$ cat src/pcv_pkg.sv
package pcv_pkg;

  // field widths fixed by the pixel format and the result format
  localparam int unsigned LEVEL_W = 8;
  localparam int unsigned TOTAL_W = 19;
  localparam int unsigned VOTES_W = 19;
  localparam int unsigned ADDR_W  = 4;
  localparam int unsigned DATA_W  = 32;

  // lead margins, one bit wider than a channel so sums cannot wrap
  localparam logic [LEVEL_W:0] RED_OVER_GREEN  = 9'd45;
  localparam logic [LEVEL_W:0] RED_OVER_BLUE   = 9'd30;
  localparam logic [LEVEL_W:0] GREEN_OVER_RED  = 9'd30;
  localparam logic [LEVEL_W:0] GREEN_OVER_BLUE = 9'd20;
  localparam logic [LEVEL_W:0] BLUE_OVER_GREEN = 9'd50;
  localparam logic [LEVEL_W:0] BLUE_OVER_RED   = 9'd50;

  // register reset values
  localparam logic [LEVEL_W-1:0] DARK_RESET      = 8'd20;
  localparam logic [LEVEL_W-1:0] BRIGHT_RESET    = 8'd135;
  localparam logic [VOTES_W-1:0] MIN_VOTES_RESET = 19'd6144;

  // register indexes (byte address / 4)
  localparam logic [1:0] REG_DARK      = 2'd0;
  localparam logic [1:0] REG_BRIGHT    = 2'd1;
  localparam logic [1:0] REG_MIN_VOTES = 2'd2;

  typedef enum logic [1:0] {
    CLS_RED   = 2'd0,
    CLS_GREEN = 2'd1,
    CLS_BLUE  = 2'd2,
    CLS_DEAD  = 2'd3
  } pcv_class_e;

  typedef enum logic [2:0] {
    COL_RED   = 3'd0,
    COL_GREEN = 3'd1,
    COL_BLUE  = 3'd2,
    COL_UNDEF = 3'd3,
    COL_NONE  = 3'd4
  } pcv_colour_e;

  // pixel as carried between pipeline stages
  typedef struct packed {
    logic [LEVEL_W-1:0] blue;
    logic [LEVEL_W-1:0] green;
    logic [LEVEL_W-1:0] red;
  } pcv_pixel_t;

endpackage

$ cat src/pcv_classify.sv
module pcv_classify
  import pcv_pkg::*;
(
  input  pcv_pixel_t         pixel_i,
  input  logic [LEVEL_W-1:0] dark_limit_i,
  input  logic [LEVEL_W-1:0] bright_limit_i,
  output pcv_class_e         class_o
);

  logic [LEVEL_W:0] r_w, g_w, b_w;
  logic             is_dark, is_bright;
  logic             red_lead, green_lead, blue_lead;

  // widen channels so margin sums stay exact
  assign r_w = {1'b0, pixel_i.red};
  assign g_w = {1'b0, pixel_i.green};
  assign b_w = {1'b0, pixel_i.blue};

  // dead by exposure
  assign is_dark   = (pixel_i.red < dark_limit_i) && (pixel_i.green < dark_limit_i)
                     && (pixel_i.blue < dark_limit_i);
  assign is_bright = (pixel_i.red > bright_limit_i) && (pixel_i.green > bright_limit_i)
                     && (pixel_i.blue > bright_limit_i);

  // channel lead tests
  assign red_lead   = (r_w > g_w + RED_OVER_GREEN) && (r_w > b_w + RED_OVER_BLUE);
  assign green_lead = (g_w > r_w + GREEN_OVER_RED) && (g_w > b_w + GREEN_OVER_BLUE);
  assign blue_lead  = (b_w > g_w + BLUE_OVER_GREEN) && (b_w > r_w + BLUE_OVER_RED);

  // priority: exposure, red, green, blue, else dead
  always_comb begin
    if (is_dark || is_bright) begin
      class_o = CLS_DEAD;
    end else if (red_lead) begin
      class_o = CLS_RED;
    end else if (green_lead) begin
      class_o = CLS_GREEN;
    end else if (blue_lead) begin
      class_o = CLS_BLUE;
    end else begin
      class_o = CLS_DEAD;
    end
  end

endmodule

$ cat src/pixel_colour_vote_classifier.sv
// Pixel colour vote classifier.
// Input channel: one BGR pixel word per accepted cycle (in_valid_i high,
// in_stall_o low), frame_end_i set on the last pixel of a frame.
// Output channel: one result word per pixel, in order, taken when out_valid_o
// is high and out_stall_i is low. pixel_class_o is always meaningful; on a
// frame-end word frame_done_o is set and frame_colour_o plus the four totals
// carry the frame verdict and counts (this pixel included), else they are 0.
// From acceptance a pixel passes the input, class and result registers;
// throughput is one pixel per cycle while the receiver does not stall. The
// per-frame vote counters update as a word enters the result register and
// clear after a frame-end word. When the receiver stalls, the result holds
// and the pipeline keeps filling its empty stages; in_stall_o rises once all
// three stages are occupied. Reset empties the pipeline, clears the counters
// and loads the default limits (dark 20, bright 135, min votes 6144). Limits
// are written over the APB port at byte addresses 0, 4 and 8; the user must
// do so only while the block is idle, which the block does not enforce.
module pixel_colour_vote_classifier
  import pcv_pkg::*;
#(
  parameter int unsigned COUNT_BITS = 19
) (
  input  logic                clk_i,
  input  logic                rst_ni,
  // config port
  input  logic                psel,
  input  logic                penable,
  input  logic                pwrite,
  input  logic [ADDR_W-1:0]   paddr,
  input  logic [DATA_W-1:0]   pwdata,
  output logic [DATA_W-1:0]   prdata,
  output logic                pready,
  // pixel in
  input  logic                in_valid_i,
  output logic                in_stall_o,
  input  logic [LEVEL_W-1:0]  blue_level_i,
  input  logic [LEVEL_W-1:0]  green_level_i,
  input  logic [LEVEL_W-1:0]  red_level_i,
  input  logic                frame_end_i,
  // result out
  output logic                out_valid_o,
  input  logic                out_stall_i,
  output logic [1:0]          pixel_class_o,
  output logic                frame_done_o,
  output logic [2:0]          frame_colour_o,
  output logic [TOTAL_W-1:0]  red_total_o,
  output logic [TOTAL_W-1:0]  green_total_o,
  output logic [TOTAL_W-1:0]  blue_total_o,
  output logic [TOTAL_W-1:0]  dead_total_o
);

  localparam int unsigned SUM_W = COUNT_BITS + 2;
  localparam int unsigned CMP_W = (SUM_W > VOTES_W) ? SUM_W : VOTES_W;

  // config registers
  logic [LEVEL_W-1:0] dark_limit_q, bright_limit_q;
  logic [VOTES_W-1:0] min_votes_q;
  logic               cfg_wr;

  // pipeline stages
  logic       s1_valid_q, s2_valid_q, out_valid_q;
  pcv_pixel_t s1_pixel_q;
  logic       s1_last_q, s2_last_q;
  pcv_class_e s1_class, s2_class_q;
  logic       out_free, s2_free, s1_free, s2_adv, s1_adv;

  // vote counters
  logic [COUNT_BITS-1:0] red_cnt_q, green_cnt_q, blue_cnt_q, dead_cnt_q;
  logic [COUNT_BITS-1:0] red_cnt_d, green_cnt_d, blue_cnt_d, dead_cnt_d;
  logic [CMP_W-1:0]      red_ext, green_ext, blue_ext, dead_ext, vote_sum, min_ext;
  pcv_colour_e           colour_d;

  // result register
  pcv_class_e         res_class_q;
  logic               res_done_q;
  logic [2:0]         res_colour_q;
  logic [TOTAL_W-1:0] res_red_q, res_green_q, res_blue_q, res_dead_q;

  // apb write and read
  assign pready = 1'b1;
  assign cfg_wr = psel && penable && pwrite && pready;

  always_ff @(posedge clk_i or negedge rst_ni) begin
    if (!rst_ni) begin
      dark_limit_q   <= DARK_RESET;
      bright_limit_q <= BRIGHT_RESET;
      min_votes_q    <= MIN_VOTES_RESET;
    end else if (cfg_wr) begin
      case (paddr[3:2])
        REG_DARK:      dark_limit_q   <= pwdata[LEVEL_W-1:0];
        REG_BRIGHT:    bright_limit_q <= pwdata[LEVEL_W-1:0];
        REG_MIN_VOTES: min_votes_q    <= pwdata[VOTES_W-1:0];
        default: ;
      endcase
    end
  end

  always_comb begin
    case (paddr[3:2])
      REG_DARK:      prdata = DATA_W'(dark_limit_q);
      REG_BRIGHT:    prdata = DATA_W'(bright_limit_q);
      REG_MIN_VOTES: prdata = DATA_W'(min_votes_q);
      default:       prdata = '0;
    endcase
  end

  // stage flow control: a stage loads when empty or when it drains this cycle
  assign out_free   = !out_valid_q || !out_stall_i;
  assign s2_adv     = s2_valid_q && out_free;
  assign s2_free    = !s2_valid_q || out_free;
  assign s1_adv     = s1_valid_q && s2_free;
  assign s1_free    = !s1_valid_q || s2_free;
  assign in_stall_o = !s1_free;

  always_ff @(posedge clk_i or negedge rst_ni) begin
    if (!rst_ni) begin
      s1_valid_q  <= 1'b0;
      s2_valid_q  <= 1'b0;
      out_valid_q <= 1'b0;
    end else begin
      if (s1_free)  s1_valid_q  <= in_valid_i;
      if (s2_free)  s2_valid_q  <= s1_valid_q;
      if (out_free) out_valid_q <= s2_valid_q;
    end
  end

  // input register
  always_ff @(posedge clk_i) begin
    if (in_valid_i && s1_free) begin
      s1_pixel_q <= '{blue: blue_level_i, green: green_level_i, red: red_level_i};
      s1_last_q  <= frame_end_i;
    end
  end

  // classify into the class register
  pcv_classify u_classify (
    .pixel_i        (s1_pixel_q),
    .dark_limit_i   (dark_limit_q),
    .bright_limit_i (bright_limit_q),
    .class_o        (s1_class)
  );

  always_ff @(posedge clk_i) begin
    if (s1_adv) begin
      s2_class_q <= s1_class;
      s2_last_q  <= s1_last_q;
    end
  end

  // saturating counts including the current pixel
  always_comb begin
    red_cnt_d   = red_cnt_q;
    green_cnt_d = green_cnt_q;
    blue_cnt_d  = blue_cnt_q;
    dead_cnt_d  = dead_cnt_q;
    case (s2_class_q)
      CLS_RED:   if (red_cnt_q != '1) red_cnt_d = red_cnt_q + 1'b1;
      CLS_GREEN: if (green_cnt_q != '1) green_cnt_d = green_cnt_q + 1'b1;
      CLS_BLUE:  if (blue_cnt_q != '1) blue_cnt_d = blue_cnt_q + 1'b1;
      default:   if (dead_cnt_q != '1) dead_cnt_d = dead_cnt_q + 1'b1;
    endcase
  end

  assign red_ext   = CMP_W'(red_cnt_d);
  assign green_ext = CMP_W'(green_cnt_d);
  assign blue_ext  = CMP_W'(blue_cnt_d);
  assign dead_ext  = CMP_W'(dead_cnt_d);
  assign vote_sum  = red_ext + green_ext + blue_ext;
  assign min_ext   = CMP_W'(min_votes_q);

  // frame verdict
  always_comb begin
    if (vote_sum <= min_ext) begin
      colour_d = COL_UNDEF;
    end else if (red_cnt_d > blue_cnt_d && red_cnt_d > green_cnt_d) begin
      colour_d = COL_RED;
    end else if (green_cnt_d > blue_cnt_d && green_cnt_d > red_cnt_d) begin
      colour_d = COL_GREEN;
    end else if (blue_cnt_d > green_cnt_d && blue_cnt_d > red_cnt_d) begin
      colour_d = COL_BLUE;
    end else begin
      colour_d = COL_NONE;
    end
  end

  // counters advance as a word enters the result register
  always_ff @(posedge clk_i or negedge rst_ni) begin
    if (!rst_ni) begin
      red_cnt_q   <= '0;
      green_cnt_q <= '0;
      blue_cnt_q  <= '0;
      dead_cnt_q  <= '0;
    end else if (s2_adv) begin
      if (s2_last_q) begin
        red_cnt_q   <= '0;
        green_cnt_q <= '0;
        blue_cnt_q  <= '0;
        dead_cnt_q  <= '0;
      end else begin
        red_cnt_q   <= red_cnt_d;
        green_cnt_q <= green_cnt_d;
        blue_cnt_q  <= blue_cnt_d;
        dead_cnt_q  <= dead_cnt_d;
      end
    end
  end

  // result register
  always_ff @(posedge clk_i) begin
    if (s2_adv) begin
      res_class_q <= s2_class_q;
      res_done_q  <= s2_last_q;
      if (s2_last_q) begin
        res_colour_q <= colour_d;
        res_red_q    <= red_ext[TOTAL_W-1:0];
        res_green_q  <= green_ext[TOTAL_W-1:0];
        res_blue_q   <= blue_ext[TOTAL_W-1:0];
        res_dead_q   <= dead_ext[TOTAL_W-1:0];
      end else begin
        res_colour_q <= '0;
        res_red_q    <= '0;
        res_green_q  <= '0;
        res_blue_q   <= '0;
        res_dead_q   <= '0;
      end
    end
  end

  assign out_valid_o    = out_valid_q;
  assign pixel_class_o  = res_class_q;
  assign frame_done_o   = res_done_q;
  assign frame_colour_o = res_colour_q;
  assign red_total_o    = res_red_q;
  assign green_total_o  = res_green_q;
  assign blue_total_o   = res_blue_q;
  assign dead_total_o   = res_dead_q;

endmodule
$ cat config.mk
export PLATFORM = sky130hd
export DESIGN_NAME = pixel_colour_vote_classifier
export DESIGN_NICKNAME = d
export VERILOG_FILES = /design/src/pcv_pkg.sv /design/src/pcv_classify.sv /design/src/pixel_colour_vote_classifier.sv
export SDC_FILE = /design/constraint.sdc
export NUM_CORES = 1
export LEC_CHECK = 0
export ABC_AREA = 1
export ABC_CLOCK_PERIOD_IN_PS = 8750
export BUFFER_PORTS_ARGS = -buffer_cell sky130_fd_sc_hd__buf_2
export CORE_UTILIZATION = 60
export CTS_BUF_LIST = sky130_fd_sc_hd__clkbuf_4
export CTS_CLUSTER_DIAMETER = 60
export DETAILED_ROUTE_END_ITERATION = 12
export GPL_TIMING_DRIVEN = 0
export PLACE_DENSITY_LB_ADDON = 0.12
export SYNTH_ARGS = -nofsm -noshare
export SYNTH_HDL_FRONTEND = slang
export SYNTH_SLANG_ARGS = --single-unit
$ cat constraint.sdc
create_clock -name clk_i -period 8.75 [get_ports clk_i]
set_clock_uncertainty 0.15 [all_clocks]
set_input_delay 0.4375 -clock clk_i [delete_from_list [all_inputs] [get_ports clk_i]]
set_output_delay 0.4375 -clock clk_i [all_outputs]
set_load 0.05 [all_outputs]
### Word level (Yosys, flattened, before mapping)

Index checks and enable logic that the tools add are counted.

* $add $sub $neg: 12
* order comparisons: 19
* eq/ne operators: 8
* multiplexer cells: 20
* bitwise operators: 1
* reductions and logical operators: 31

Operators with widths (count)
* two-way mux 19 bit: 12
* greater-than comparator 19 bit: 6
* adder 19 x 1 -> 19 bit, second input constant: 4
* inequality test 19 bit, second input constant: 4
* case mux 19 bit (3 select lines): 1
* greater-than comparator 8 x 9 -> 1 bit: 6
* adder 8 x 5 -> 9 bit, second input constant: 3
* adder 8 x 6 -> 9 bit, second input constant: 3
* greater-than comparator 8 bit: 3
* less-than comparator 8 bit: 3
* adder 20 x 19 -> 21 bit: 1
* less-or-equal comparator 21 x 19 -> 1 bit: 1
* adder 19 x 19 -> 20 bit: 1
* logical AND 1 bit: 15
* two-way mux 2 bit: 5
* AND reduction 2 bit: 3
* logical NOT 1 bit: 5
* == test 2 x 1 -> 1 bit, second input constant: 2
* == test 2 bit, second input constant: 2
* logical NOT 2 bit: 2
* logical OR 1 bit: 4
* OR reduction 4 bit: 1
* two-way mux 3 bit: 1
* OR reduction 3 bit: 1
* other kinds (2): 2

* bits in registers: 224
* input bits: 68
* output and inout bits: 117
* word-level logic and storage cells: 115

### Longest topological paths before layout

* depth in word-level cells: 9
* depth in mapped cells: 36
* gate-level depth less buffers: 36

### Modules after synthesis

From an unflattened synthesis, not the netlist that was laid out.

* cells, all modules: 2100
* area, all modules: 16868.7 µm²

Modules (own cells, without submodules)
* pixel_colour_vote_classifier: instances 1, cells each 1648, area an instance 13973.4 µm², sequential area each 6165.9 µm²
* pcv_classify: instances 1, cells each 452, area an instance 2895.3 µm², sequential area each 0.0 µm²

### Worst setup path before layout

No wires, ideal clock.

* path kind: register to register
* from: register blue_cnt_q[0]
* to: register res_colour_q[0], in the netlist frame_colour_o[0] (data pin)
* setup time: 0.270 ns
* arrival time: 4.270 ns
* data required time: 8.330 ns
* setup slack: 4.060 ns
* cell stages (with the launch flop): 32
* cells stage by stage: dfrtp_1 ha_1 inv_1 nor2_2 nand2_2 inv_2 nand4_2 nand3_1 nand2_1 nand2_1 inv_1 fa_1 inv_1 ha_1 nand2_1 o21ai_0 a21oi_1 o21ai_0 a21oi_1 xnor2_1 ha_1 nand2_1 nor2_1 nand2_1 nor2_1 o21ai_0 nand2_1 nand2_1 nand2_1 nand2_1 nand2_1 a21oi_1

* longest elaborated chain between the ends: 8
* elaborated cells between the ends (all ways): 13

RTL lines
* start: declaration: RTL line pixel_colour_vote_classifier.sv:67 `logic [COUNT_BITS-1:0] red_cnt_q, green_cnt_q, blue_cnt_q, dead_cnt_q;`
* start signal: assignment: RTL line pixel_colour_vote_classifier.sv:201 `blue_cnt_q <= blue_cnt_d;`
* adder 19 x 1 -> 19 bit or inequality test 19 bit (tied branches): RTL line pixel_colour_vote_classifier.sv:158 `CLS_BLUE: if (blue_cnt_q != '1) blue_cnt_d = blue_cnt_q + 1'b1;`
* two-way mux 19 bit *: RTL line pixel_colour_vote_classifier.sv:158
* two-way mux 19 bit *: RTL line pixel_colour_vote_classifier.sv:155 `case (s2_class_q)`
* named net blue_cnt_d[2]: RTL line pixel_colour_vote_classifier.sv:68 `logic [COUNT_BITS-1:0] red_cnt_d, green_cnt_d, blue_cnt_d, dead_cnt_d;`
* branches (longest 4 deep; another with adder 20 x 19 -> 21 bit)
* two-way mux 2 bit *: RTL line pixel_colour_vote_classifier.sv:172 `if (vote_sum <= min_ext) begin`
* end signal: assignment: RTL line pixel_colour_vote_classifier.sv:213 `res_colour_q <= colour_d;`
* end: declaration: RTL line pixel_colour_vote_classifier.sv:75 `logic [2:0] res_colour_q;`

Mark *: on every way through the listed nets, which the timed path passes.
A chain may end at the register's enable or synchronous reset.

### Worst setup path in the final report

* from: register s2_class_q[1]
* to: register res_colour_q[2], in the netlist frame_colour_o[2] (data pin)

* longest elaborated chain between the ends: 6
* elaborated cells between the ends (all ways): 20

RTL lines
* start: declaration: RTL line pixel_colour_vote_classifier.sv:63 `pcv_class_e s1_class, s2_class_q;`
* start signal: assignment: RTL line pixel_colour_vote_classifier.sv:144 `s2_class_q <= s1_class;`
* logical NOT 2 bit *: RTL line pixel_colour_vote_classifier.sv:155
* two-way mux 19 bit *: RTL line pixel_colour_vote_classifier.sv:155
* named net red_cnt_d[3]: RTL line pixel_colour_vote_classifier.sv:68
* adder 19 x 19 -> 20 bit: RTL line pixel_colour_vote_classifier.sv:167 `assign vote_sum = red_ext + green_ext + blue_ext;`
* adder 20 x 19 -> 21 bit: RTL line pixel_colour_vote_classifier.sv:167
* less-or-equal comparator 21 x 19 -> 1 bit: RTL line pixel_colour_vote_classifier.sv:172
* OR reduction 4 bit (no source line)

The timed path passes the listed nets; every way through them passes the cells marked *.

==> flow_metrics.env <==
export IMPL_grt_max_degree=70
export IMPL_finalNonFillerCells=2843
export IMPL_dp_cells=2682
export IMPL_num_rows=61
export IMPL_first_iter_violations=1315
export IMPL_antenna_found_initial=1
export IMPL_fillers=2286
export IMPL_area_delta_synth_final_pct=15.11
export IMPL_gp_congestion=0.9730
export IMPL_use_met1=0.4308
export IMPL_yosys_warnings=0
export IMPL_intPower_mw=2.229
export IMPL_wl_um=48080
export IMPL_hold_class="in2async"
export IMPL_fin_util=0.7089
export IMPL_dieWidth_um=171.8
export IMPL_setup_violations=0
export IMPL_grt_pass1_vias=15280
export IMPL_syn_inst=2134
export IMPL_slowest_delay_ns=0.50
export IMPL_io_pins=185
export IMPL_peakVddDrop_mv=0.1310
export IMPL_yosys_top_cells_area="edfxtp_1, ha_1, dfrtp_1"
export IMPL_clockBufferDepth=3
export IMPL_clk_pin_slew_worst_paths_ns=0.06
export IMPL_start_kind="register"
export IMPL_synth_top_area_share=0.1910
export IMPL_vias=15900
export IMPL_ys_flop_type="edfxtp_1"
export IMPL_grt_overflow_total=0
export IMPL_post_cts_buffers=0
export IMPL_cp_common_cell="nand2_1"
export IMPL_rsz0062_at_grt="no"
export IMPL_placed_cell_area_mm2=0.01867
export IMPL_sequentialPowerShare=0.352
export IMPL_drv_slew=0
export IMPL_met3_usage=0.06834
export IMPL_use_met2=0.5416
export IMPL_clock_sinks=224
export IMPL_finalHoldViolations=0
export IMPL_max_slew_margin_rel=0.3260
export IMPL_track_usage=0.3325
export IMPL_synth_seq_cells=224
export IMPL_initial_core_util=0.6159
export IMPL_wl_per_cell_um=16.91
export IMPL_gr_max_usage_layer="met2"
export IMPL_power_frac_clock=0.240
export IMPL_pwr_density_cell_mw_per_mm2=195.5
export IMPL_cts_tree="yes"
export IMPL_final_cell_area_mm2=0.01991
export IMPL_crit_slowest_cell="fa_1"
export IMPL_drc=0
export IMPL_required_ns=9.12
export IMPL_switching_power_mw=1.663
export IMPL_outcome="completed"
export IMPL_synth_edf_count=110
export IMPL_dieArea_mm2=0.02951
export IMPL_netSwitchingFraction=0.4273
export IMPL_yosys_area_top_type="edfxtp_1"
export IMPL_drive_gt1_frac=0.1482
export IMPL_arrival_ns=6.33
export IMPL_combPwrFrac=0.408
export IMPL_cts_buffers=59
export IMPL_root_buffer="clkbuf_4"
export IMPL_yosys_cell_count_top_type="nand2_1"
export IMPL_critPathKind="reg2reg"
export IMPL_syn_avg_cell_area_um2=8.106
export IMPL_hold_slack_ns=0.09519
export IMPL_hpwl_um=36340
export IMPL_cap_violations=0
export IMPL_die_y_um=171.8
export IMPL_io_buffers=155
export IMPL_drtPass1Iterations=5
export IMPL_cp_end_kind="register"
export IMPL_fmax_ghz=0.1679
export IMPL_final_setup_tns_ns=0
export IMPL_vias_per_cell=5.592
export IMPL_nNetsFinal=2716
export IMPL_h_tree_depth=2
export IMPL_synth_area_mm2=0.01730
export IMPL_finalCritPeriodShare=0.6806
export IMPL_p_leak_nw=10.13
export IMPL_synth_top_cells_by_count="nand2_1, inv_1, ha_1"
export IMPL_core_area_mm2=0.02809
export IMPL_clock_latency_ns=0.75
export IMPL_worst_slew_pin_slew_ns=1.000
export IMPL_crit_fanout=10
export IMPL_ys_seq_area_frac=0.3565
export IMPL_grt_pass1_wl_um=76490
export IMPL_async_flop_share=0.5089
export IMPL_ys_types=58
export IMPL_ant_nets=0
export IMPL_period_needed_ns=5.955
## critical path: cells and delay by family, from the launching register on
kind / cells / cell delay (ns)
AND/OR/NAND/NOR: 15 / 1.76
adder cells (fa/ha/maj): 3 / 1.17
AO/OA/AOI/OAI: 5 / 1.12
buffers and inverters: 5 / 0.96
flip-flops: 1 / 0.42
XOR/XNOR: 1 / 0.15
## state kept, by name (all words and copies together) (netlist names), 19 cells and up
| signal | count |
|---|---|
| blue_total_o | 19 |
| s1_pixel_q | 24 |
| dead_cnt_q | 19 |
| blue_cnt_q | 19 |
| dead_total_o | 19 |
| green_total_o | 19 |
| green_cnt_q | 19 |
| min_votes_q | 19 |
| red_cnt_q | 19 |
| red_total_o | 19 |
## kinds of logic after synthesis
kind of cell	synth area share
AND/OR/NAND/NOR	0.2286
buffers and inverters	0.08304
AO/OA/AOI/OAI	0.1086
adder cells (fa/ha/maj)	0.1790
flip-flops	0.3565
XOR/XNOR	0.04398
other	0.0004342
## metrics by stage
stage / setup WS (ns) / power (mW)
floorplan: 4.060 / 2.510
CTS: 2.990 / 3.881
finish: 2.795 / 3.892
detailed placement: 3.046 / 2.928
global route: 2.402 / 4.160
global placement: 3.029 / 2.878
## path summary, 6_finish.rpt
check                                            startpoint                         endpoint  slack, ns  cells past startpoint
worst max-delay path            s2_class_q[1]$_SDFFCE_PP1P_  frame_colour_o[2]$_SDFFCE_PP0P_       2.79                     29
max in group asynchronous                            rst_ni      min_votes_q[11]$_DFFE_PN1P_       7.60                      3
worst max register to register  s2_class_q[1]$_SDFFCE_PP1P_  frame_colour_o[2]$_SDFFCE_PP0P_       2.79                     29
worst min register to register          s1_last_q$_DFFE_PP_              s2_last_q$_DFFE_PP_       0.30                      0
min in group clk_i                                  penable    bright_limit_q[3]$_DFFE_PN0P_       0.18                      5
worst min-delay path                                 rst_ni        dead_cnt_q[5]$_DFFE_PN0P_        0.1                      2
## placed cells by master (no fill, tap or decap), types with 8 or more instances in the layout
cell type	Yosys	layout
nor3_1	30	30
fa_1	19	19
a21oi_1	120	120
conb_1	2	14
xor2_1	69	69
nor4_1	8	8
dlygate4sd3_1	0	47
clkbuf_4	0	78
xnor2_1	16	16
o21ai_0	98	98
ha_1	217	217
buf_4	16	16
inv_1	290	290
dfstp_2	8	8
buf_2	12	166
nand3b_1	8	8
dfrtp_1	106	106
nor2_1	191	190
o22ai_1	32	32
o21ai_1	20	20
clkbuf_1	25	24
nand2_2	17	17
edfxtp_1	110	110
nand4_1	38	38
o211ai_1	9	9
nand3_1	114	114
clkinv_1	2	28
nand2_1	454	454
o21ai_2	19	19
inv_2	8	8
## routing by layer
metal | vias to the layer above | share of wire
met1 | 7390 | 0.42
met5 | - | 0
li1 | 7681 | -
met4 | 0 | 0.035
met3 | 126 | 0.083
met2 | 700 | 0.46
## power by group through the flow
stage	Sequential [mW]	Combinational [mW]	Clock [mW]
global placement	1.39	1.49	0
detailed placement	1.39	1.54	0
floorplan	1.52	0.989	0
global route	1.39	1.78	0.998
CTS	1.37	1.57	0.944
finish	1.37	1.59	0.932
## area by class of cell
class / instances / area, um2 / area share
Clock buffer: 77 / 578.1 / 0.02903
Buffer: 58 / 314.1 / 0.01577
Multi-Input combinational cell: 1564 / 9743 / 0.4893
Timing Repair Buffer: 205 / 1323 / 0.06642
Clock inverter: 35 / 183.9 / 0.009237
Sequential cell: 224 / 6166 / 0.3097
Inverter: 300 / 1126 / 0.05655
Antenna cell: 2 / 5.005 / 0.0002514
Tap cell: 378 / 473.0 / 0.02375
## what timing repair did
item,in CTS,in global routing
resized for setup,0,0
endpoints found under the hold margin,153,0
endpoints found under the setup margin,0,0
hold buffers,47,0
(Power assumes the default switching activity.)
